==> config.mk <==
export PLATFORM = sky130hd
export DESIGN_NAME = polyphonic_voice_envelope_manager
export DESIGN_NICKNAME = d
export VERILOG_FILES = /design/src/pvem_pkg.sv /design/src/pvem_front.sv /design/src/pvem_queue.sv /design/src/pvem_back.sv /design/src/polyphonic_voice_envelope_manager.sv
export SDC_FILE = /design/constraint.sdc
export NUM_CORES = 1
export LEC_CHECK = 0
export BUFFER_PORTS_ARGS = -buffer_cell sky130_fd_sc_hd__clkbuf_2
export CAP_MARGIN = 20
export CORE_ASPECT_RATIO = 1.4
export CORE_MARGIN = 5
export CORE_UTILIZATION = 30
export DETAILED_ROUTE_END_ITERATION = 8
export PLACE_DENSITY = 0.42
export SETUP_SLACK_MARGIN = 0.4
export SLEW_MARGIN = 15
export SYNTH_ARGS = -nofsm -noshare
export SYNTH_HDL_FRONTEND = slang
export SYNTH_SLANG_ARGS = --single-unit
==> constraint.sdc <==
create_clock -name clock -period 6.91 [get_ports clock]
set_input_delay 1.382 -clock clock [delete_from_list [all_inputs] [get_ports clock]]
set_output_delay 1.382 -clock clock [all_outputs]
set_load 0.02 [all_outputs]
==> src/pvem_pkg.sv <==
// ----------------------------------------------------------------------------
// Voice envelope manager package
// Shared widths, codes and transaction types for the voice envelope manager.
// ----------------------------------------------------------------------------
`timescale 1ns / 1ps
`default_nettype none

package pvem_pkg;

   // Voice bank size and derived index width
   localparam int VOICES     = 8;
   localparam int VIDX_W     = (VOICES > 1) ? $clog2(VOICES) : 1;

   // Field widths
   localparam int OP_W       = 2;
   localparam int KEY_W      = 7;
   localparam int LEVEL_W    = 17;
   localparam int STAGE_W    = 3;
   localparam int OUT_IDX_W  = 3;
   localparam int CSR_IDX_W  = 3;
   localparam int CSR_DATA_W = 17;

   // Command queue between front and back
   localparam int QUEUE_DEPTH = 2;
   localparam int QPTR_W      = (QUEUE_DEPTH > 1) ? $clog2(QUEUE_DEPTH) : 1;
   localparam int QCNT_W      = $clog2(QUEUE_DEPTH + 1);

   localparam logic [LEVEL_W-1:0] FULL_SCALE = LEVEL_W'(65536);

   // Opcodes
   localparam logic [OP_W-1:0] OP_TICK    = 2'd0;
   localparam logic [OP_W-1:0] OP_KEY_ON  = 2'd1;
   localparam logic [OP_W-1:0] OP_KEY_OFF = 2'd2;

   // Envelope stages
   localparam logic [STAGE_W-1:0] STAGE_OFF     = 3'd0;
   localparam logic [STAGE_W-1:0] STAGE_ATTACK  = 3'd1;
   localparam logic [STAGE_W-1:0] STAGE_DECAY   = 3'd2;
   localparam logic [STAGE_W-1:0] STAGE_SUSTAIN = 3'd3;
   localparam logic [STAGE_W-1:0] STAGE_RELEASE = 3'd4;

   // Register indexes
   localparam logic [CSR_IDX_W-1:0] CSR_ENV_MODE      = 3'd0;
   localparam logic [CSR_IDX_W-1:0] CSR_ATTACK_STEP   = 3'd1;
   localparam logic [CSR_IDX_W-1:0] CSR_DECAY_STEP    = 3'd2;
   localparam logic [CSR_IDX_W-1:0] CSR_SUSTAIN_LEVEL = 3'd3;
   localparam logic [CSR_IDX_W-1:0] CSR_RELEASE_STEP  = 3'd4;

   typedef struct packed {
      logic [OP_W-1:0]  opcode;
      logic [KEY_W-1:0] note_key;
   } req_type;

   typedef struct packed {
      logic [OUT_IDX_W-1:0] voice_index;
      logic [LEVEL_W-1:0]   level;
      logic [STAGE_W-1:0]   stage;
      logic [KEY_W-1:0]     voice_key;
      logic                 held;
      logic                 granted;
      logic                 last;
   } rsp_type;

   typedef enum logic [1:0] {
      CMD_TICK,
      CMD_KEY_ON,
      CMD_KEY_OFF
   } cmd_kind_type;

   typedef struct packed {
      cmd_kind_type     kind;
      logic [KEY_W-1:0] key;
   } cmd_type;

   typedef struct packed {
      logic               env_mode;
      logic [LEVEL_W-1:0] attack_step;
      logic [LEVEL_W-1:0] decay_step;
      logic [LEVEL_W-1:0] sustain_level;
      logic [LEVEL_W-1:0] release_step;
   } cfg_type;

   typedef struct packed {
      logic empty;
      logic full;
   } queue_status_type;

   typedef struct packed {
      logic pop;
      logic ticking;
   } back_status_type;

endpackage

`default_nettype wire

==> src/pvem_front.sv <==
// ----------------------------------------------------------------------------
// Voice envelope manager front end
// Takes commands, drops the unused opcode and hands them to the queue.
// ----------------------------------------------------------------------------
`timescale 1ns / 1ps
`default_nettype none

module pvem_front import pvem_pkg::*; (
   input  wire logic     clock,
   input  wire logic     reset,
   input  wire logic     start,
   input  wire req_type  req_item,
   input  wire logic     q_full,
   output logic          busy,
   output logic          push,
   output cmd_type       push_cmd
);

   logic    hold_valid_ff, hold_valid_in;
   cmd_type hold_cmd_ff, hold_cmd_in;
   logic    accept;
   logic    op_known;
   cmd_type decoded;

   assign busy     = hold_valid_ff & q_full;
   assign push     = hold_valid_ff & ~q_full;
   assign push_cmd = hold_cmd_ff;
   assign accept   = start & ~busy;

   always_comb begin
      decoded.key = req_item.note_key;
      op_known    = 1'b1;
      unique case (req_item.opcode)
         OP_TICK:    decoded.kind = CMD_TICK;
         OP_KEY_ON:  decoded.kind = CMD_KEY_ON;
         OP_KEY_OFF: decoded.kind = CMD_KEY_OFF;
         default: begin
            decoded.kind = CMD_TICK;
            op_known     = 1'b0;
         end
      endcase
   end

   always_comb begin
      hold_valid_in = hold_valid_ff;
      hold_cmd_in   = hold_cmd_ff;
      if (push) begin
         hold_valid_in = 1'b0;
      end
      if (accept && op_known) begin
         hold_valid_in = 1'b1;
         hold_cmd_in   = decoded;
      end
   end

   always_ff @(posedge clock) begin
      if (reset) begin
         hold_valid_ff <= 1'b0;
      end else begin
         hold_valid_ff <= hold_valid_in;
      end
      hold_cmd_ff <= hold_cmd_in;
   end

endmodule

`default_nettype wire

==> src/pvem_queue.sv <==
// ----------------------------------------------------------------------------
// Voice envelope manager command queue
// Short FIFO decoupling the front end from the voice engine.
// ----------------------------------------------------------------------------
`timescale 1ns / 1ps
`default_nettype none

module pvem_queue import pvem_pkg::*; (
   input  wire logic       clock,
   input  wire logic       reset,
   input  wire logic       push,
   input  wire cmd_type    push_cmd,
   input  wire logic       pop,
   output cmd_type         head_cmd,
   output queue_status_type status
);

   cmd_type           entry_ff [QUEUE_DEPTH];
   logic [QPTR_W-1:0] wr_ptr_ff, wr_ptr_in;
   logic [QPTR_W-1:0] rd_ptr_ff, rd_ptr_in;
   logic [QCNT_W-1:0] count_ff, count_in;
   logic              do_push, do_pop;

   assign status.empty = (count_ff == '0);
   assign status.full  = (count_ff == QCNT_W'(QUEUE_DEPTH));
   assign head_cmd     = entry_ff[rd_ptr_ff];
   assign do_push      = push & ~status.full;
   assign do_pop       = pop & ~status.empty;

   always_comb begin
      wr_ptr_in = wr_ptr_ff;
      rd_ptr_in = rd_ptr_ff;
      count_in  = count_ff;
      if (do_push) begin
         wr_ptr_in = (wr_ptr_ff == QPTR_W'(QUEUE_DEPTH - 1)) ? '0 : wr_ptr_ff + 1'b1;
      end
      if (do_pop) begin
         rd_ptr_in = (rd_ptr_ff == QPTR_W'(QUEUE_DEPTH - 1)) ? '0 : rd_ptr_ff + 1'b1;
      end
      if (do_push && !do_pop) begin
         count_in = count_ff + 1'b1;
      end else if (do_pop && !do_push) begin
         count_in = count_ff - 1'b1;
      end
   end

   always_ff @(posedge clock) begin
      if (reset) begin
         wr_ptr_ff <= '0;
         rd_ptr_ff <= '0;
         count_ff  <= '0;
      end else begin
         wr_ptr_ff <= wr_ptr_in;
         rd_ptr_ff <= rd_ptr_in;
         count_ff  <= count_in;
      end
      if (do_push) begin
         entry_ff[wr_ptr_ff] <= push_cmd;
      end
   end

endmodule

`default_nettype wire

==> src/pvem_back.sv <==
// ----------------------------------------------------------------------------
// Voice envelope manager voice engine
// Holds the voice bank, runs key on / key off and walks voices on a tick.
// ----------------------------------------------------------------------------
`timescale 1ns / 1ps
`default_nettype none

module pvem_back import pvem_pkg::*; (
   input  wire logic             clock,
   input  wire logic             reset,
   input  wire cfg_type          cfg,
   input  wire queue_status_type q_status,
   input  wire cmd_type          head_cmd,
   output back_status_type       status,
   output logic                  rsp_valid,
   output rsp_type               rsp_item
);

   typedef enum logic {
      BK_IDLE,
      BK_TICK
   } back_state_type;

   typedef struct packed {
      logic [STAGE_W-1:0] stage;
      logic [LEVEL_W-1:0] level;
   } voice_env_type;

   back_state_type     state_ff, state_in;
   logic [VIDX_W-1:0]  cnt_ff, cnt_in;
   logic               rsp_valid_ff, rsp_valid_in;
   rsp_type            rsp_ff, rsp_in;

   logic [STAGE_W-1:0] stage_ff [VOICES];
   logic [STAGE_W-1:0] stage_in [VOICES];
   logic [LEVEL_W-1:0] level_ff [VOICES];
   logic [LEVEL_W-1:0] level_in [VOICES];
   logic [KEY_W-1:0]   key_ff   [VOICES];
   logic [KEY_W-1:0]   key_in   [VOICES];
   logic               held_ff  [VOICES];
   logic               held_in  [VOICES];

   logic               free_found, off_found;
   logic [VIDX_W-1:0]  free_idx, off_idx;
   logic [VOICES-1:0]  off_match;
   voice_env_type      tick_next;
   logic               pop;

   // One envelope step for one voice
   function automatic voice_env_type env_advance(
      input logic [STAGE_W-1:0] stage,
      input logic [LEVEL_W-1:0] level,
      input cfg_type            c
   );
      voice_env_type      r;
      logic [LEVEL_W-1:0] sus;
      logic [LEVEL_W:0]   sum;
      r.stage = stage;
      r.level = level;
      sus = (c.sustain_level > FULL_SCALE) ? FULL_SCALE : c.sustain_level;
      sum = {1'b0, level} + {1'b0, c.attack_step};
      case (stage)
         STAGE_ATTACK: begin
            if (sum >= {1'b0, FULL_SCALE}) begin
               r.level = FULL_SCALE;
               r.stage = c.env_mode ? STAGE_RELEASE : STAGE_DECAY;
            end else begin
               r.level = sum[LEVEL_W-1:0];
            end
         end
         STAGE_DECAY: begin
            if (!c.env_mode) begin
               // level - step <= sus, rearranged to stay unsigned
               if ({1'b0, level} <= ({1'b0, sus} + {1'b0, c.decay_step})) begin
                  r.level = sus;
                  r.stage = STAGE_SUSTAIN;
               end else begin
                  r.level = level - c.decay_step;
               end
            end
         end
         STAGE_RELEASE: begin
            if (level <= c.release_step) begin
               r.level = '0;
               r.stage = STAGE_OFF;
            end else begin
               r.level = level - c.release_step;
            end
         end
         default: ;
      endcase
      return r;
   endfunction

   assign rsp_valid      = rsp_valid_ff;
   assign rsp_item       = rsp_ff;
   assign status.pop     = pop;
   assign status.ticking = (state_ff == BK_TICK);

   // Lowest free voice and lowest sounding voice with the key
   always_comb begin
      free_found = 1'b0;
      free_idx   = '0;
      off_found  = 1'b0;
      off_idx    = '0;
      for (int i = VOICES - 1; i >= 0; i--) begin
         off_match[i] = (key_ff[i] == head_cmd.key) && (stage_ff[i] != STAGE_OFF);
         if (!held_ff[i] && stage_ff[i] == STAGE_OFF) begin
            free_found = 1'b1;
            free_idx   = VIDX_W'(i);
         end
         if (off_match[i]) begin
            off_found = 1'b1;
            off_idx   = VIDX_W'(i);
         end
      end
   end

   assign tick_next = env_advance(stage_ff[cnt_ff], level_ff[cnt_ff], cfg);

   always_comb begin
      state_in     = state_ff;
      cnt_in       = cnt_ff;
      rsp_valid_in = 1'b0;
      rsp_in       = rsp_ff;
      pop          = 1'b0;
      stage_in     = stage_ff;
      level_in     = level_ff;
      key_in       = key_ff;
      held_in      = held_ff;
      unique case (state_ff)
         BK_IDLE: begin
            if (!q_status.empty) begin
               pop = 1'b1;
               unique case (head_cmd.kind)
                  CMD_TICK: begin
                     state_in = BK_TICK;
                     cnt_in   = '0;
                  end
                  CMD_KEY_ON: begin
                     rsp_valid_in = 1'b1;
                     rsp_in       = '0;
                     rsp_in.last  = 1'b1;
                     if (free_found) begin
                        stage_in[free_idx]  = STAGE_ATTACK;
                        level_in[free_idx]  = '0;
                        key_in[free_idx]    = head_cmd.key;
                        held_in[free_idx]   = 1'b1;
                        rsp_in.voice_index  = OUT_IDX_W'(free_idx);
                        rsp_in.stage        = STAGE_ATTACK;
                        rsp_in.voice_key    = head_cmd.key;
                        rsp_in.held         = 1'b1;
                        rsp_in.granted      = 1'b1;
                     end
                  end
                  CMD_KEY_OFF: begin
                     rsp_valid_in = 1'b1;
                     rsp_in       = '0;
                     rsp_in.last  = 1'b1;
                     for (int i = 0; i < VOICES; i++) begin
                        if (off_match[i]) begin
                           held_in[i]  = 1'b0;
                           stage_in[i] = STAGE_RELEASE;
                        end
                     end
                     if (off_found) begin
                        rsp_in.voice_index = OUT_IDX_W'(off_idx);
                        rsp_in.level       = level_ff[off_idx];
                        rsp_in.stage       = STAGE_RELEASE;
                        rsp_in.voice_key   = head_cmd.key;
                        rsp_in.granted     = 1'b1;
                     end
                  end
                  default: ;
               endcase
            end
         end
         BK_TICK: begin
            stage_in[cnt_ff]   = tick_next.stage;
            level_in[cnt_ff]   = tick_next.level;
            rsp_valid_in       = 1'b1;
            rsp_in.voice_index = OUT_IDX_W'(cnt_ff);
            rsp_in.level       = tick_next.level;
            rsp_in.stage       = tick_next.stage;
            rsp_in.voice_key   = key_ff[cnt_ff];
            rsp_in.held        = held_ff[cnt_ff];
            rsp_in.granted     = 1'b0;
            rsp_in.last        = (cnt_ff == VIDX_W'(VOICES - 1));
            if (cnt_ff == VIDX_W'(VOICES - 1)) begin
               state_in = BK_IDLE;
               cnt_in   = '0;
            end else begin
               cnt_in = cnt_ff + 1'b1;
            end
         end
         default: state_in = BK_IDLE;
      endcase
   end

   always_ff @(posedge clock) begin
      if (reset) begin
         state_ff     <= BK_IDLE;
         cnt_ff       <= '0;
         rsp_valid_ff <= 1'b0;
         for (int i = 0; i < VOICES; i++) begin
            stage_ff[i] <= STAGE_OFF;
            level_ff[i] <= '0;
            key_ff[i]   <= '0;
            held_ff[i]  <= 1'b0;
         end
      end else begin
         state_ff     <= state_in;
         cnt_ff       <= cnt_in;
         rsp_valid_ff <= rsp_valid_in;
         stage_ff     <= stage_in;
         level_ff     <= level_in;
         key_ff       <= key_in;
         held_ff      <= held_in;
      end
      rsp_ff <= rsp_in;
   end

endmodule

`default_nettype wire

==> src/polyphonic_voice_envelope_manager.sv <==
// ----------------------------------------------------------------------------
// Polyphonic voice envelope manager
// Voice allocator with a per-voice attack/decay/sustain/release envelope.
// ----------------------------------------------------------------------------
// Usage:
//  - Commands: drive req_item and raise start; the transaction is taken on
//    the rising edge where start is high and busy is low. Opcodes: tick,
//    key on, key off. The unused opcode is taken and dropped, no result.
//  - Results: rsp_valid strobes for one cycle per result transaction; the
//    receiver must take it then, there is no back-pressure. last marks the
//    final result of a command.
//  - Key on / key off give one result each; a command passes the front
//    register and the queue before the engine takes it and registers its
//    result. A tick gives one result per voice, in voice order, back to back.
//  - Throughput: the voice engine walks one voice per cycle through a single
//    envelope step unit and pops no command until a tick's walk is done; key
//    on and key off are done in the cycle they are popped. A two-entry queue
//    plus the front register buffer commands; busy rises when both are full.
//  - Registers: csr_we / csr_index / csr_wdata write one register per cycle;
//    write them only while no command is in flight.
//  - Reset (synchronous): all voices off with level, key and held cleared,
//    registers to their defaults, queue empty, no result pending.
// ----------------------------------------------------------------------------
`timescale 1ns / 1ps
`default_nettype none

module polyphonic_voice_envelope_manager import pvem_pkg::*; (
   input  wire logic                  clock,
   input  wire logic                  reset,
   input  wire logic                  start,
   output logic                       busy,
   input  wire req_type               req_item,
   input  wire logic                  csr_we,
   input  wire logic [CSR_IDX_W-1:0]  csr_index,
   input  wire logic [CSR_DATA_W-1:0] csr_wdata,
   output logic                       rsp_valid,
   output rsp_type                    rsp_item
);

   cfg_type          cfg_ff, cfg_in;
   logic             push;
   cmd_type          push_cmd;
   cmd_type          head_cmd;
   queue_status_type q_status;
   back_status_type  back_status;

   // Register file: plain write port, no read-back
   always_comb begin
      cfg_in = cfg_ff;
      if (csr_we) begin
         unique case (csr_index)
            CSR_ENV_MODE:      cfg_in.env_mode      = csr_wdata[0];
            CSR_ATTACK_STEP:   cfg_in.attack_step   = LEVEL_W'(csr_wdata);
            CSR_DECAY_STEP:    cfg_in.decay_step    = LEVEL_W'(csr_wdata);
            CSR_SUSTAIN_LEVEL: cfg_in.sustain_level = LEVEL_W'(csr_wdata);
            CSR_RELEASE_STEP:  cfg_in.release_step  = LEVEL_W'(csr_wdata);
            default: ;
         endcase
      end
   end

   always_ff @(posedge clock) begin
      if (reset) begin
         cfg_ff.env_mode      <= 1'b0;
         cfg_ff.attack_step   <= LEVEL_W'(66);
         cfg_ff.decay_step    <= LEVEL_W'(66);
         cfg_ff.sustain_level <= LEVEL_W'(45875);
         cfg_ff.release_step  <= LEVEL_W'(66);
      end else begin
         cfg_ff <= cfg_in;
      end
   end

   // Front end: takes and classifies command transactions
   pvem_front u_front (
      .clock    (clock),
      .reset    (reset),
      .start    (start),
      .req_item (req_item),
      .q_full   (q_status.full),
      .busy     (busy),
      .push     (push),
      .push_cmd (push_cmd)
   );

   // Decoupling queue
   pvem_queue u_queue (
      .clock    (clock),
      .reset    (reset),
      .push     (push),
      .push_cmd (push_cmd),
      .pop      (back_status.pop),
      .head_cmd (head_cmd),
      .status   (q_status)
   );

   // Voice engine
   pvem_back u_back (
      .clock     (clock),
      .reset     (reset),
      .cfg       (cfg_ff),
      .q_status  (q_status),
      .head_cmd  (head_cmd),
      .status    (back_status),
      .rsp_valid (rsp_valid),
      .rsp_item  (rsp_item)
   );

   // Envelope level never exceeds full scale
   assert property (@(posedge clock) disable iff (reset)
      rsp_valid |-> (rsp_item.level <= FULL_SCALE))
      else $error("level above full scale");

   // A granted voice in attack was just taken: held, level zero
   assert property (@(posedge clock) disable iff (reset)
      (rsp_valid && rsp_item.granted && rsp_item.stage == STAGE_ATTACK)
         |-> (rsp_item.held && rsp_item.level == '0))
      else $error("key on result not a fresh voice");

   // Every walk cycle of a tick produces a result next cycle
   assert property (@(posedge clock) disable iff (reset)
      back_status.ticking |=> rsp_valid)
      else $error("tick walk missed a result");

   // The front end never pushes into a full queue
   assert property (@(posedge clock) disable iff (reset)
      push |-> !q_status.full)
      else $error("push into full queue");

endmodule

`default_nettype wire

# After elaboration in Yosys (flattened, before gate mapping)
# Memories as Yosys holds them, arrays and structs flattened. A register that Yosys moved wholly into a read port is not among the register bits.
# Cells that the tools add are included.
# W data, S select, Z words.
[classes] mul=0 div_mod_pow=0 mux=130 n_addsub=9 magnitude_cmp=9 n_shift=0 n_reduce_logical=81 n_eq_ne=44 bitwise=18
[ops] op="$mux W136" count=3
[ops] op="$pmux W136 S2" count=1
[ops] op="$mux W17" count=10
[ops] op="$and A136 B136 Y136" count=1
[ops] op="$bwmux W136" count=1
[ops] op="$not A136 Y136" count=1
[ops] op="$pmux W33 S2" count=2
[ops] op="$mux W3" count=36
[ops] op="$bmux W17 S3" count=2
[ops] op="$demux W17 S3" count=2
[ops] op="$pmux W24 S2" count=2
[ops] op="$pmux W20 S3" count=1
[ops] op="$bwmux W56" count=1
[ops] op="$eq A7 B7 Y1" count=8
[ops] op="$mux W24" count=2
[ops] op="$mux W1" count=44
[ops] op="$reduce_and A5 Y1" count=8
[ops] op="$add A17 B17 Y18" count=2
[ops] op="$reduce_and A4 Y1" count=9
[ops] op="$sub A17 B17 Y17" count=2
[ops] op="$mux W33" count=1
[ops] op="$mux W30" count=1
[ops] op="$logic_not A3 Y1" count=9
[ops] op="$ne A3 B2 Y1 const B" count=9
[ops] op="49 further kinds" count=133
[totals] latch_bits=0 rom_bits=0 ram_bits=18 n_memories=1 elab_cells=345 regBits=345 out_inout_bits=35 input_bits=33
[mem_list] name="u_queue.entry_ff" depth=2 width=9 read_ports=1 rd_clocked_by_memory_dff=1 write_ports=1 line_no="pvem_queue.sv:18" text="cmd_type entry_ff [QUEUE_DEPTH];"

# Longest topological paths before layout
# Gate-level depths: netlist (run 1).
[logic_depth] depth_word=21 mapped_depth=30

# By module
# A second synthesis (run 1) with hierarchy kept.
[hier_totals] cells_unflattened=2406 area_unflattened_um2=21932.3
[modules_own_cells] module="pvem_back" area_per_inst_um2=17867.1 n_inst=1 seq_area_each_um2=5575.3 cells_per_inst=2071
[modules_own_cells] module="polyphonic_voice_envelope_manager" area_per_inst_um2=2810.2 n_inst=1 seq_area_each_um2=1381.3 cells_per_inst=259
[modules_own_cells] module="pvem_queue" area_per_inst_um2=864.6 n_inst=1 seq_area_each_um2=640.6 cells_per_inst=53
[modules_own_cells] module="pvem_front" area_per_inst_um2=390.4 n_inst=1 seq_area_each_um2=290.3 cells_per_inst=23

# Worst setup path before layout (run 1)
# Ideal clock, no wire load.
[synth_timing] path_kind="reg2reg" from="reg cfg_ff[33] (netlist name)" to="reg u_back.rsp_ff (netlist bit u_back.rsp_item[18]) (data pin)" setup_ns=0.283 n_path_buf=3 required_time_ns=6.627 arrival_ns=5.526 stages_incl_launch_ff=29 path_slack_ns=1.101 synth_period_minus_slack_ns=5.809 path_cell_list="dfxtp_1 nand2_1 clkbuf_1 nand2_1 inv_1 ha_1 fa_1 a21o_1 a21oi_1 nor2b_1 o21ai_0 a21oi_1 a41o_1 o41ai_1 o2111ai_1 a21oi_1 xor2_1 ha_1 and3_1 nand3_1 o211a_1 o31a_1 and2_1 buf_2 buf_2 mux2i_1 o221ai_1 a21oi_1 o32ai_1"
[synth_lines] item="start, declared" line_no="polyphonic_voice_envelope_manager.sv:40" text="cfg_type cfg_ff, cfg_in;"
[synth_lines] item="start signal, assigned" line_no="polyphonic_voice_envelope_manager.sv:70" text="cfg_ff <= cfg_in;"
[synth_lines] item="end signal, assigned" line_no="pvem_back.sv:220" text="rsp_ff <= rsp_in;"
[synth_lines] item="end, declared" line_no="pvem_back.sv:32" text="rsp_type rsp_ff, rsp_in;"

==> flow_summary.yaml, run 1 <==
outcome:
  outcome: "completed"
drt:
  vias: 18800
  firstDrtPassIters: 5
  post_drt_wl_per_cell_um: 24.5
  wl_um: 83300
  detail_route.drc_violations: 0
  number_of_nets_still_failing_antenna_checks_after_routing: 0
  detail_route.iter0.violations: 1485
  via_per_inst: 5.51
grt:
  vias_in_the_first_global_route: 18700
  globalRoute.totalOverflow: 0
  groute.usage.overall: 0.217
  global_route.usage.met1: 0.264
  grt_start_max_net_pins: 106
  grt_util_met3: 0.0280
  grt_first_pass_wirelength_um: 123000
  antenna_found_initial: 1
  routing_layer_with_the_top_usage_in_global_route: "met2"
  grt_util_met2: 0.384
power:
  power.clock.fraction: 0.296
  leakagePower_nw: 8.68
  cell_internal_pwr_mw: 4.61
  power_per_cell_area_nw_per_um2: 319
  power.share.switching: 0.391
  total_switching_power_mw: 2.96
  p_total_mw: 7.57
  sequentialPowerShare: 0.325
  power_frac_comb: 0.379
  peakVddDrop_mv: 0.150
synth:
  number_of_nets_produced_by_synthesis: 2529
  synth.top_cell.area_share: 0.293
  yosys-top-cells-area: "sky130_fd_sc_hd__dfxtp_1, sky130_fd_sc_hd__edfxtp_1, sky130_fd_sc_hd__ha_1"
  sequential_element_share_of_the_synthesized_area: 0.380
  post_synth_instance_area_um2: 20800
  avgSynthCellArea_um2: 8.65
  synth-warning-count: 0
  postSynth.topFlopCell: "sky130_fd_sc_hd__dfxtp_1"
  netlist-cell-type-count: 82
  async_reset_ff_frac: 0
  synth.ff_latch_count: 364
  synthesis.instances: 2399
  number_of_enable_flip_flop_cells_after_synthesis: 60
  post-synth-top-area-cell: "sky130_fd_sc_hd__dfxtp_1"
timing:
  finalMaxSlewViolations: 0
  timing.final.crit_share: 0.903
  grt_setup_unrepaired: "false"
  final-hold-violation-count: 0
  post_layout_worst_setup_margin_ps: 672
  skew_ps: 10.6
  relSlewSlack: 0.241
  worst_slew_pin_slew_ps: 1130
  post-route-min-period_ps: 6240
  timing.fmax_ghz: 0.160
  finalSetupTns_ps: 0
  report.final.setup_viol: 0
finish:
  layout.cell_area.non_filler_um2: 23700
  syn_to_final_growth_pct: 14.3
  num-nets-final: 2578
  most_used_cells_in_the_layout_excluding_fill_and_tap_cells: "sky130_fd_sc_hd__dfxtp_1, sky130_fd_sc_hd__nand2_1, sky130_fd_sc_hd__nor2_1, sky130_fd_sc_hd__a21oi_1, sky130_fd_sc_hd__ha_1"
  post_route_cells_drive_above_1_share: 0.121
  leading_cell_type_in_the_layout_fill_and_taps_excluded: "sky130_fd_sc_hd__dfxtp_1"
  layoutNonFillerInstCount: 3406
floorplanning:
  floorplan.die_area_um2: 74600
  coreArea_um2: 68900
  start_util: 0.301
  placement_rows: 114
  chipHeight_um: 321
  ios: 68
  die-width_um: 232
critical_path:
  worstPathRequired_ps: 7200
  critical-path-slowest-cell: "sky130_fd_sc_hd__dfxtp_1"
  path_cells: "nand2b_1, nand2b_1, o22ai_1, nor4_1, ha_1, inv_1, fa_1, nor2b_1, o31a_1, o211ai_1, a21o_1, a21oi_1, mux2i_1, or2_1, nor4_1, a211oi_4, o32ai_1"
  timing_worst_setup_path_type: "reg -> reg"
  rr_endpoint: "u_back.rsp_item[23]"
  critPathMaxFanout: 17
  critical_path.reg2reg.startpoint: "u_back.cnt_ff[1]"
  worst_setup_end_kind: "flip-flop"
  r2r.worst_path.cells: 17
  timing.reg2reg.setup_slack_ps: 670
  start_kind: "flip-flop"
  worst_path_largest_cell_delay_ps: 790
  cp.arrival_ps: 6530
placement:
  port_buffers: 67
  placed_cells: 3330
  place_area_um2: 22300
  gp_congestion: 0.935
  post_detail_place_hpwl_um: 60500
  post-place-ws_ps: 165
clock_network:
  tritoncts: "built"
  clk_pin_slew_ps: 60
  clock-sinks: 364
  clock_insertion_delay_worst_skew_ps: 590
  cts-root-buf: "sky130_fd_sc_hd__clkbuf_16"
  cts_made_buffers: 41
  clk_path_buf_depth: 3
  htree_levels: 2
run:
  cap_viol_max_count: 0
hold_path:
  whs_path_depth: 0
  timing.hold.worst_endpoint: "u_queue.entry_ff[0][1]"
  hold_start: "u_front.push_cmd[1]"
  worstHoldPathType: "reg -> reg"
[Yosys cell counts (9+ instances only)]
| library cell | instances |
|---|---|
| sky130_fd_sc_hd__a22oi_1 | 36 |
| sky130_fd_sc_hd__nand2_1 | 288 |
| sky130_fd_sc_hd__o221ai_1 | 10 |
| sky130_fd_sc_hd__and2_1 | 12 |
| sky130_fd_sc_hd__a22o_1 | 50 |
| sky130_fd_sc_hd__ha_1 | 93 |
| sky130_fd_sc_hd__o21ai_0 | 95 |
| sky130_fd_sc_hd__a211oi_1 | 68 |
| sky130_fd_sc_hd__nor2_1 | 219 |
| sky130_fd_sc_hd__edfxtp_1 | 60 |
| sky130_fd_sc_hd__nand3b_1 | 19 |
| sky130_fd_sc_hd__nor2b_1 | 26 |
| sky130_fd_sc_hd__o22ai_1 | 70 |
| sky130_fd_sc_hd__o21a_1 | 24 |
| sky130_fd_sc_hd__xnor2_1 | 86 |
| sky130_fd_sc_hd__a21o_1 | 24 |
| sky130_fd_sc_hd__mux2_2 | 26 |
| sky130_fd_sc_hd__buf_2 | 26 |
| sky130_fd_sc_hd__nand3_1 | 27 |
| sky130_fd_sc_hd__nand4_1 | 9 |
| sky130_fd_sc_hd__nand2b_1 | 24 |
| sky130_fd_sc_hd__a21oi_1 | 137 |
| sky130_fd_sc_hd__o32ai_1 | 11 |
| sky130_fd_sc_hd__nor4_1 | 32 |
| sky130_fd_sc_hd__o2bb2ai_1 | 26 |
| sky130_fd_sc_hd__and3_1 | 23 |
| sky130_fd_sc_hd__a31oi_1 | 12 |
| sky130_fd_sc_hd__dfxtp_1 | 304 |
| sky130_fd_sc_hd__clkbuf_1 | 103 |
| sky130_fd_sc_hd__nor3_1 | 56 |
| sky130_fd_sc_hd__or3_1 | 10 |
| sky130_fd_sc_hd__mux2i_1 | 77 |
| sky130_fd_sc_hd__o21ai_1 | 52 |
| sky130_fd_sc_hd__inv_1 | 70 |
| sky130_fd_sc_hd__xor2_1 | 22 |
[worst max-delay path by stage]
| stage | start | end | slack, ps |
|---|---|---|---|
| after floorplan | cfg_ff[33] | u_back.rsp_item[18] | 1100 |
| after global placement | cfg_ff[17] | u_back.rsp_item[23] | 290 |
| after detailed placement | cfg_ff[24] | u_back.rsp_item[23] | 170 |
| after CTS | cfg_ff[24] | u_back.rsp_item[29] | 440 |
| after global routing | cfg_ff[24] | u_back.rsp_item[29] | 410 |
| final | u_back.cnt_ff[1] | u_back.rsp_item[23] | 670 |
[per-layer routing]
layer  wire [um]  share of wire
met5           0              0
met4        3740          0.045
met3        3460          0.042
met2       41500           0.50
met1       34500           0.41
[worst max-delay path, delay by kind of cell, from the launching register on]
family                     cells  cell delay (ps)
muxes                          1              490
AOI/OAI and AO/OA              7             1740
adders and majority gates      2              740
DFF                            1              790
and+or+nand+nor                6             2090
buffers and inverters          1               70
[through the flow]
stage	hold WS [ps]	utilization
after floorplan	421	-
after global placement	426	0.324
after detailed placement	434	0.324
after CTS	448	0.344
after global routing	458	0.344
final	444	0.344
[registers in the layout, summed over array words and instances, names as in the netlist, named ones only]
| signal | count |
|---|---|
| u_back.level_ff | 136 |
| cfg_ff | 69 |
| u_back.key_ff | 56 |
| u_back.rsp_item | 33 |
| u_back.stage_ff | 24 |
| u_queue.entry_ff | 18 |
| u_front.push_cmd | 9 |
| u_back.held_ff | 8 |
| u_back.cnt_ff | 3 |
| u_queue.count_ff | 2 |
| u_back.rsp_valid | 1 |
| u_back.state_ff | 1 |
| u_front.hold_valid_ff | 1 |
| u_queue.rd_ptr_ff | 1 |
| u_queue.wr_ptr_ff | 1 |
[power by group through the flow]
| stage | clock [mW] | sequential [mW] | combinational (mW) |
|---|---|---|---|
| final | 2.24 | 2.46 | 2.87 |
| after global routing | 2.38 | 2.48 | 3.09 |
| after CTS | 2.30 | 2.47 | 2.85 |
| after detailed placement | 0 | 2.51 | 2.84 |
| after global placement | 0 | 2.51 | 2.83 |
| after floorplan | 0 | 2.55 | 1.76 |
[logic make-up (layout without fill, tap and decap cells)]
kind of cell | Yosys count | after routing | share of synthesized area
buffers and inverters | 215 | 293 | 0.0430
muxes | 120 | 120 | 0.0653
and+or+nand+nor | 787 | 787 | 0.177
AOI/OAI and AO/OA | 708 | 708 | 0.230
xor gates and xnor gates | 108 | 108 | 0.0456
adders and majority gates | 97 | 97 | 0.0599
other | 0 | 1 | 0
DFF | 364 | 364 | 0.380
[repair_timing]
action / CTS / global route
hold buffers: 0 / 0
buffers inserted: 0 / 2
setup endpoints to repair: 14 / 143
gates resized for setup: 2 / 8
pin swaps: 0 / 2
[final cells by class]
type | count | area [um^2]
Sequential cell | 364 | 7890
Fill cell | 7197 | 45200
Inverter | 70 | 263
Antenna cell | 1 | 2.50
Timing Repair Buffer | 151 | 985
Tap cell | 928 | 1160
Clock buffer | 57 | 1190
Clock inverter | 15 | 154
Multi-Input combinational cell | 1820 | 12100
(Power assumes the default switching activity.)
==> run 2: changes to the inputs <==
PLACE_DENSITY = 0.43   (was 0.42)
SLEW_MARGIN = 20   (was 15)
==> run 2 against run 1 <==
  * Combinational power is essentially flat
  * Clock-buffer cell count shrank 2
  * Hold slack gained 2.6 ps
  * Utilization grew 0.17 points
  * Flip-flop and latch count is the same
  * Clock power grew 8%
  * Die area is the same
  * Global-route usage grew 0.072 points
  * Wire length grew 0.89%
  * Sequential share of layout area shrank 0.15 points
  * Worst setup slack gained 50 ps
  * Via count grew 0.87%
  * Largest cell class unchanged
  * Largest power group unchanged
==> flow_summary.yaml, run 2 (synthesized netlist as in run 1, its figures left out) <==
finish:
  num-nets-final: 2573
  filler_cell_count: 7164
  syn_to_final_growth_pct: 14.9
  largest_register_ff_count: 136
  post_route_cells_drive_above_1_share: 0.121
  antenna_cells_inserted: 0
  regMostFlops: "u_back.level_ff"
  layout_top_registers: "u_back.level_ff (136), cfg_ff (69), u_back.key_ff (56)"
  multi_input_gate_area_in_the_final_layout_um2: 12100
  ff_latch_area_um2: 7890
  leading_cell_type_in_the_layout_fill_and_taps_excluded: "sky130_fd_sc_hd__dfxtp_1"
  most_used_cells_in_the_layout_excluding_fill_and_tap_cells: "sky130_fd_sc_hd__dfxtp_1, sky130_fd_sc_hd__nand2_1, sky130_fd_sc_hd__nor2_1, sky130_fd_sc_hd__a21oi_1, sky130_fd_sc_hd__ha_1"
timing:
  timing.final.crit_share: 0.895
  finalSetupTns_ps: 0
  hold_ws_ps: 446
  finalMaxSlewViolations: 0
  grt_setup_unrepaired: "false"
  report.final.setup_viol: 0
  timing.fmax_ghz: 0.162
  worst_slew_pin_slew_ps: 1070
  relSlewSlack: 0.287
  final-hold-violation-count: 0
  post_layout_worst_setup_margin_ps: 723
  post-route-min-period_ps: 6190
  skew_ps: 17.1
power:
  peakVddDrop_mv: 0.162
  power_per_cell_area_nw_per_um2: 326
  leakagePower_nw: 8.72
  p_total_mw: 7.77
clock_network:
  clock_insertion_delay_worst_skew_ps: 580
  cts-root-buf: "sky130_fd_sc_hd__clkbuf_16"
  cts_made_buffers: 40
  tritoncts: "built"
  clk_pin_slew_ps: 60
  clk_path_buf_depth: 3
  htree_levels: 2
  clock-sinks: 364
grt:
  antenna_found_initial: 0
  grt_start_max_net_pins: 102
  groute.usage.overall: 0.217
  vias_in_the_first_global_route: 18600
  globalRoute.totalOverflow: 0
  grt_first_pass_wirelength_um: 123000
placement:
  gp_congestion: 0.935
  post_detail_place_hpwl_um: 60800
  port_buffers: 67
  post-place-ws_ps: 407
drt:
  post_drt_wl_per_cell_um: 24.7
  wl_um: 84000
  number_of_nets_still_failing_antenna_checks_after_routing: 0
  firstDrtPassIters: 8
  detail_route.drc_violations: 0
  vias: 18900
  via_per_inst: 5.56
  detail_route.iter0.violations: 1829
critical_path:
  critical_path.reg2reg.startpoint: "cfg_ff[23]"
  worst_path_largest_cell_delay_ps: 370
  start_kind: "flip-flop"
  critical-path-slowest-cell: "sky130_fd_sc_hd__a221o_2"
  worst-path-buf-inv: 3
  critPathMaxFanout: 11
  cp.arrival_ps: 6500
  timing_worst_setup_path_type: "reg -> reg"
  worst_setup_end_kind: "flip-flop"
  timing.critical_path.mode_cell: "sky130_fd_sc_hd__buf_4"
  worstSetupStartpoint: "cfg_ff[23]"
  worstPathRequired_ps: 7220
  timing.critical_path.max_delay_family: "compound AO/OA/AOI/OAI gates"
floorplanning:
  floorplan.die_area_um2: 74600
  start_util: 0.301
  ios: 68
  coreArea_um2: 68900
  chipHeight_um: 321
  die-width_um: 232
  placement_rows: 114
outcome:
  outcome: "completed"
run:
  cap_viol_max_count: 0
hold_path:
  hold_start: "u_front.push_cmd[0]"
  worstHoldPathType: "reg -> reg"
==> run 2: cell count changes in the layout (fill, tap and decap cells not counted), moves of 2 or more <==
cell | before | now
sky130_fd_sc_hd__bufinv_16 | 2 | 7
sky130_fd_sc_hd__inv_6 | 3 | 0
sky130_fd_sc_hd__a21oi_2 | 3 | 5
sky130_fd_sc_hd__buf_4 | 83 | 79
sky130_fd_sc_hd__clkinv_2 | 8 | 6
sky130_fd_sc_hd__a21oi_1 | 137 | 135
sky130_fd_sc_hd__clkbuf_8 | 8 | 6
sky130_fd_sc_hd__nand2_2 | 2 | 0
==> run 2: what timing repair did <==
action / 4_1_cts / 5_1_grt
resized for setup: 1 / 13
hold buffers: 0 / 0
pin swaps: 0 / 3
cloned: 0 / 0
setup endpoints to repair: 1 / 134
setup buffers: 0 / 4
==> run 2: worst reg2reg max path: cells and delay by family, from the launching register on <==
kind | cells | cell delay, ps
compound gates | 13 | 2830
buf+inv | 3 | 530
flops | 1 | 330
fa+ha+maj | 2 | 540
simple gates | 9 | 1520
xor+xnor | 1 | 180
==> run 2: per-stage QoR <==
| stage | utilization | std cells | cell area [um^2] |
|---|---|---|---|
| after floorplan | - | 2399 | 20800 |
| after global placement | 0.323 | 3323 | 22300 |
| after detailed placement | 0.323 | 3323 | 22300 |
| after CTS | 0.345 | 3396 | 23700 |
| after global routing | 0.346 | 3402 | 23800 |
| final | 0.346 | 3402 | 23800 |
==> run 2: final cells by class <==
class / count / share of cell area
Clock buffer: 55 / 0.0495
Clock inverter: 18 / 0.0118
Sequential cell: 364 / 0.331
Inverter: 70 / 0.0110
Multi-Input combinational cell: 1820 / 0.508
Tap cell: 928 / 0.0487
Timing Repair Buffer: 147 / 0.0400
==> run 2: final timing paths <==
| kind | to | slack (ps) | cells past startpoint |
|---|---|---|---|
| worst max-delay path | u_back.rsp_item[29] | 720 | 28 |
| worst min-delay path | u_queue.entry_ff[0][0] | 450 | 0 |
| worst max register to register | u_back.rsp_item[29] | 720 | 28 |
| worst min register to register | u_queue.entry_ff[0][0] | 450 | 0 |
==> run 2: routing by layer <==
| metal | up-vias | wire, um | global-route usage |
|---|---|---|---|
| li1 | 8866 | - | - |
| met1 | 9203 | 33400 | 0.261 |
| met2 | 673 | 42300 | 0.393 |
| met3 | 181 | 4540 | 0.0269 |
| met4 | 0 | 3770 | 0.0867 |
| met5 | - | 0 | 0 |
==> run 2: where the power goes <==
part | internal (mW) | switching [mW]
sequential | 2.34 | 0.125
clock | 1.46 | 0.955
combinational | 0.971 | 1.91
==> run 3: changes to the inputs <==
CAP_MARGIN = 10   (was 20)
PLACE_DENSITY = 0.45   (was 0.43)
clock period = 5.3 ns   (was 6.91 ns; I/O delays follow)
==> run 3 against run 2 <==
  * The flow now finishes with violations (setup timing)
  * Worst setup slack worse by 930 ps
  * Total power increased by 35%
  * Cell count rose by 5.0%
  * Register-to-register slack worse by 930 ps
  * First-iteration DRC count decreased by 15%
  * Wire length grew 0.37%
  * Clock skew up 3.4 ps
  * Clock power is 21% higher
  * Global-route usage rose by 0.081 points
  * Die area unchanged
  * Sequential share of layout area shrank 2.6 points
==> flow_summary.yaml, run 3 (synthesized netlist as in run 1, its figures left out) <==
timing:
  relSlewSlack: 0.194
  finalMaxSlewViolations: 0
  final-hold-violation-count: 0
  timing.fmax_ghz: 0.182
  hold_ws_ps: 447
  report.final.setup_viol: 52
  skew_ps: 20.5
  post_layout_worst_setup_margin_ps: -203
  grt_setup_unrepaired: "true"
  post-route-min-period_ps: 5500
  finalSetupTns_ps: -2650
  worst_slew_pin_slew_ps: 1210
  timing.final.crit_share: 1.04
grt:
  global_route.usage.met1: 0.261
  grt_first_pass_wirelength_um: 125000
  globalRoute.totalOverflow: 0
  vias_in_the_first_global_route: 19800
  antenna_found_initial: 0
  routing_layer_with_the_top_usage_in_global_route: "met2"
  grt_start_max_net_pins: 157
  grt_util_met2: 0.387
  groute.usage.overall: 0.218
  grt_util_met3: 0.0301
finish:
  regMostFlops: "u_back.level_ff"
  leading_cell_type_in_the_layout_fill_and_taps_excluded: "sky130_fd_sc_hd__dfxtp_1"
  largest_register_ff_count: 136
  layout_top_registers: "u_back.level_ff (136), cfg_ff (69), u_back.key_ff (56)"
  num-nets-final: 2741
  antenna_cells_inserted: 0
  post_route_cells_drive_above_1_share: 0.228
  layout.cell_area.non_filler_um2: 26000
  syn_to_final_growth_pct: 25.1
  fraction_of_the_core_area_covered_by_cells_at_the_end_of_the_flow: 0.377
  layoutNonFillerInstCount: 3571
  filler_cell_count: 6936
  most_used_cells_in_the_layout_excluding_fill_and_tap_cells: "sky130_fd_sc_hd__dfxtp_1, sky130_fd_sc_hd__nand2_1, sky130_fd_sc_hd__nor2_1, sky130_fd_sc_hd__buf_4, sky130_fd_sc_hd__a21oi_1"
clock_network:
  tritoncts: "built"
  clk_pin_slew_ps: 60
  cts-root-buf: "sky130_fd_sc_hd__clkbuf_16"
  cts_made_buffers: 42
  clk_path_buf_depth: 3
  htree_levels: 2
  clock_insertion_delay_worst_skew_ps: 590
  clock-sinks: 364
drt:
  firstDrtPassIters: 7
  post_drt_wl_per_cell_um: 23.6
  via_per_inst: 5.51
  wl_um: 84300
  number_of_nets_still_failing_antenna_checks_after_routing: 0
  detail_route.iter0.violations: 1558
  detail_route.drc_violations: 0
  vias: 19700
floorplanning:
  start_util: 0.301
  floorplan.die_area_um2: 74600
  ios: 68
  placement_rows: 114
  coreArea_um2: 68900
  chipHeight_um: 321
  die-width_um: 232
critical_path:
  timing_worst_setup_path_type: "reg -> reg"
  worstSetupStartpoint: "cfg_ff[23]"
  critPathMaxFanout: 5
  timing.critical_path.mode_cell: "sky130_fd_sc_hd__buf_4"
  worst_setup_end_kind: "flip-flop"
  critical_path.reg2reg.startpoint: "cfg_ff[23]"
  worst_path_largest_cell_delay_ps: 330
  critical-path-slowest-cell: "sky130_fd_sc_hd__dfxtp_2"
  cp.arrival_ps: 5930
  worstPathRequired_ps: 5730
  start_kind: "flip-flop"
placement:
  placed_cells: 3443
  port_buffers: 67
  post_detail_place_hpwl_um: 61500
  gp_congestion: 0.983
  place_area_um2: 23300
  post-place-ws_ps: -543
power:
  p_total_mw: 10.5
  power_per_cell_area_nw_per_um2: 404
  peakVddDrop_mv: 0.234
  leakagePower_nw: 9.72
hold_path:
  worstHoldPathType: "reg -> reg"
  hold_start: "u_front.push_cmd[3]"
run:
  cap_viol_max_count: 0
outcome:
  violated_checks: "setup timing"
  outcome: "finished with violations"
==> run 3: changes by cell type in the layout (fill, tap and decap cells not counted), moves of 16 or more <==
cell	change
sky130_fd_sc_hd__buf_6	+28
sky130_fd_sc_hd__buf_4	+124
sky130_fd_sc_hd__o21ai_0	-27
sky130_fd_sc_hd__o2bb2ai_1	-16
sky130_fd_sc_hd__o21ai_2	+43
sky130_fd_sc_hd__o2bb2ai_2	+16
==> run 3: timing repair <==
item,4_1_cts,5_1_grt
endpoints found under the setup margin,180,179
buffers inserted,45,6
resized for setup,139,82
gates cloned,1,0
hold buffers,0,0
pin swaps,72,40
==> run 3: worst paths after layout <==
kind | end | slack (ps) | depth (start not counted)
setup / recovery | u_back.rsp_item[13] | -200 | 40
hold / removal | u_queue.entry_ff[0][3] | 450 | 0
hold reg to reg | u_queue.entry_ff[0][3] | 450 | 0
setup reg to reg | u_back.rsp_item[13] | -200 | 40
==> run 3: final cells by class <==
class	instances	area, um^2	share of cell area
inverter	70	263	0.0101
timing repair buffer	312	2430	0.0934
clock buffer	62	1220	0.0469
tap	928	1160	0.0447
sequential	364	7910	0.304
clock inverter	14	141	0.00544
multi-input combinational	1821	12900	0.495
==> run 3: power breakdown <==
group / leakage [nW] / total (mW) / switching, mW / internal, mW
combinational: 6.04 / 4.36 / 2.68 / 1.68
sequential: 3.02 / 3.21 / 0.154 / 3.05
clock: 0.667 / 2.93 / 1.24 / 1.69
==> run 3: worst max-delay path, delay by kind of cell, from the launching register on <==
kind                   cells  cell delay, ps
buffers and inverters     32            3870
AO/OA/AOI/OAI              2             230
flip-flops                 1             330
AND/OR/NAND/NOR            5             750
multiplexers               1             180
==> run 3: per-layer routing <==
layer  up-vias  wire, um
li1       9212         -
met1      9601     33800
met2       668     42300
met3       196      4320
met4         0      3930
met5         -         0
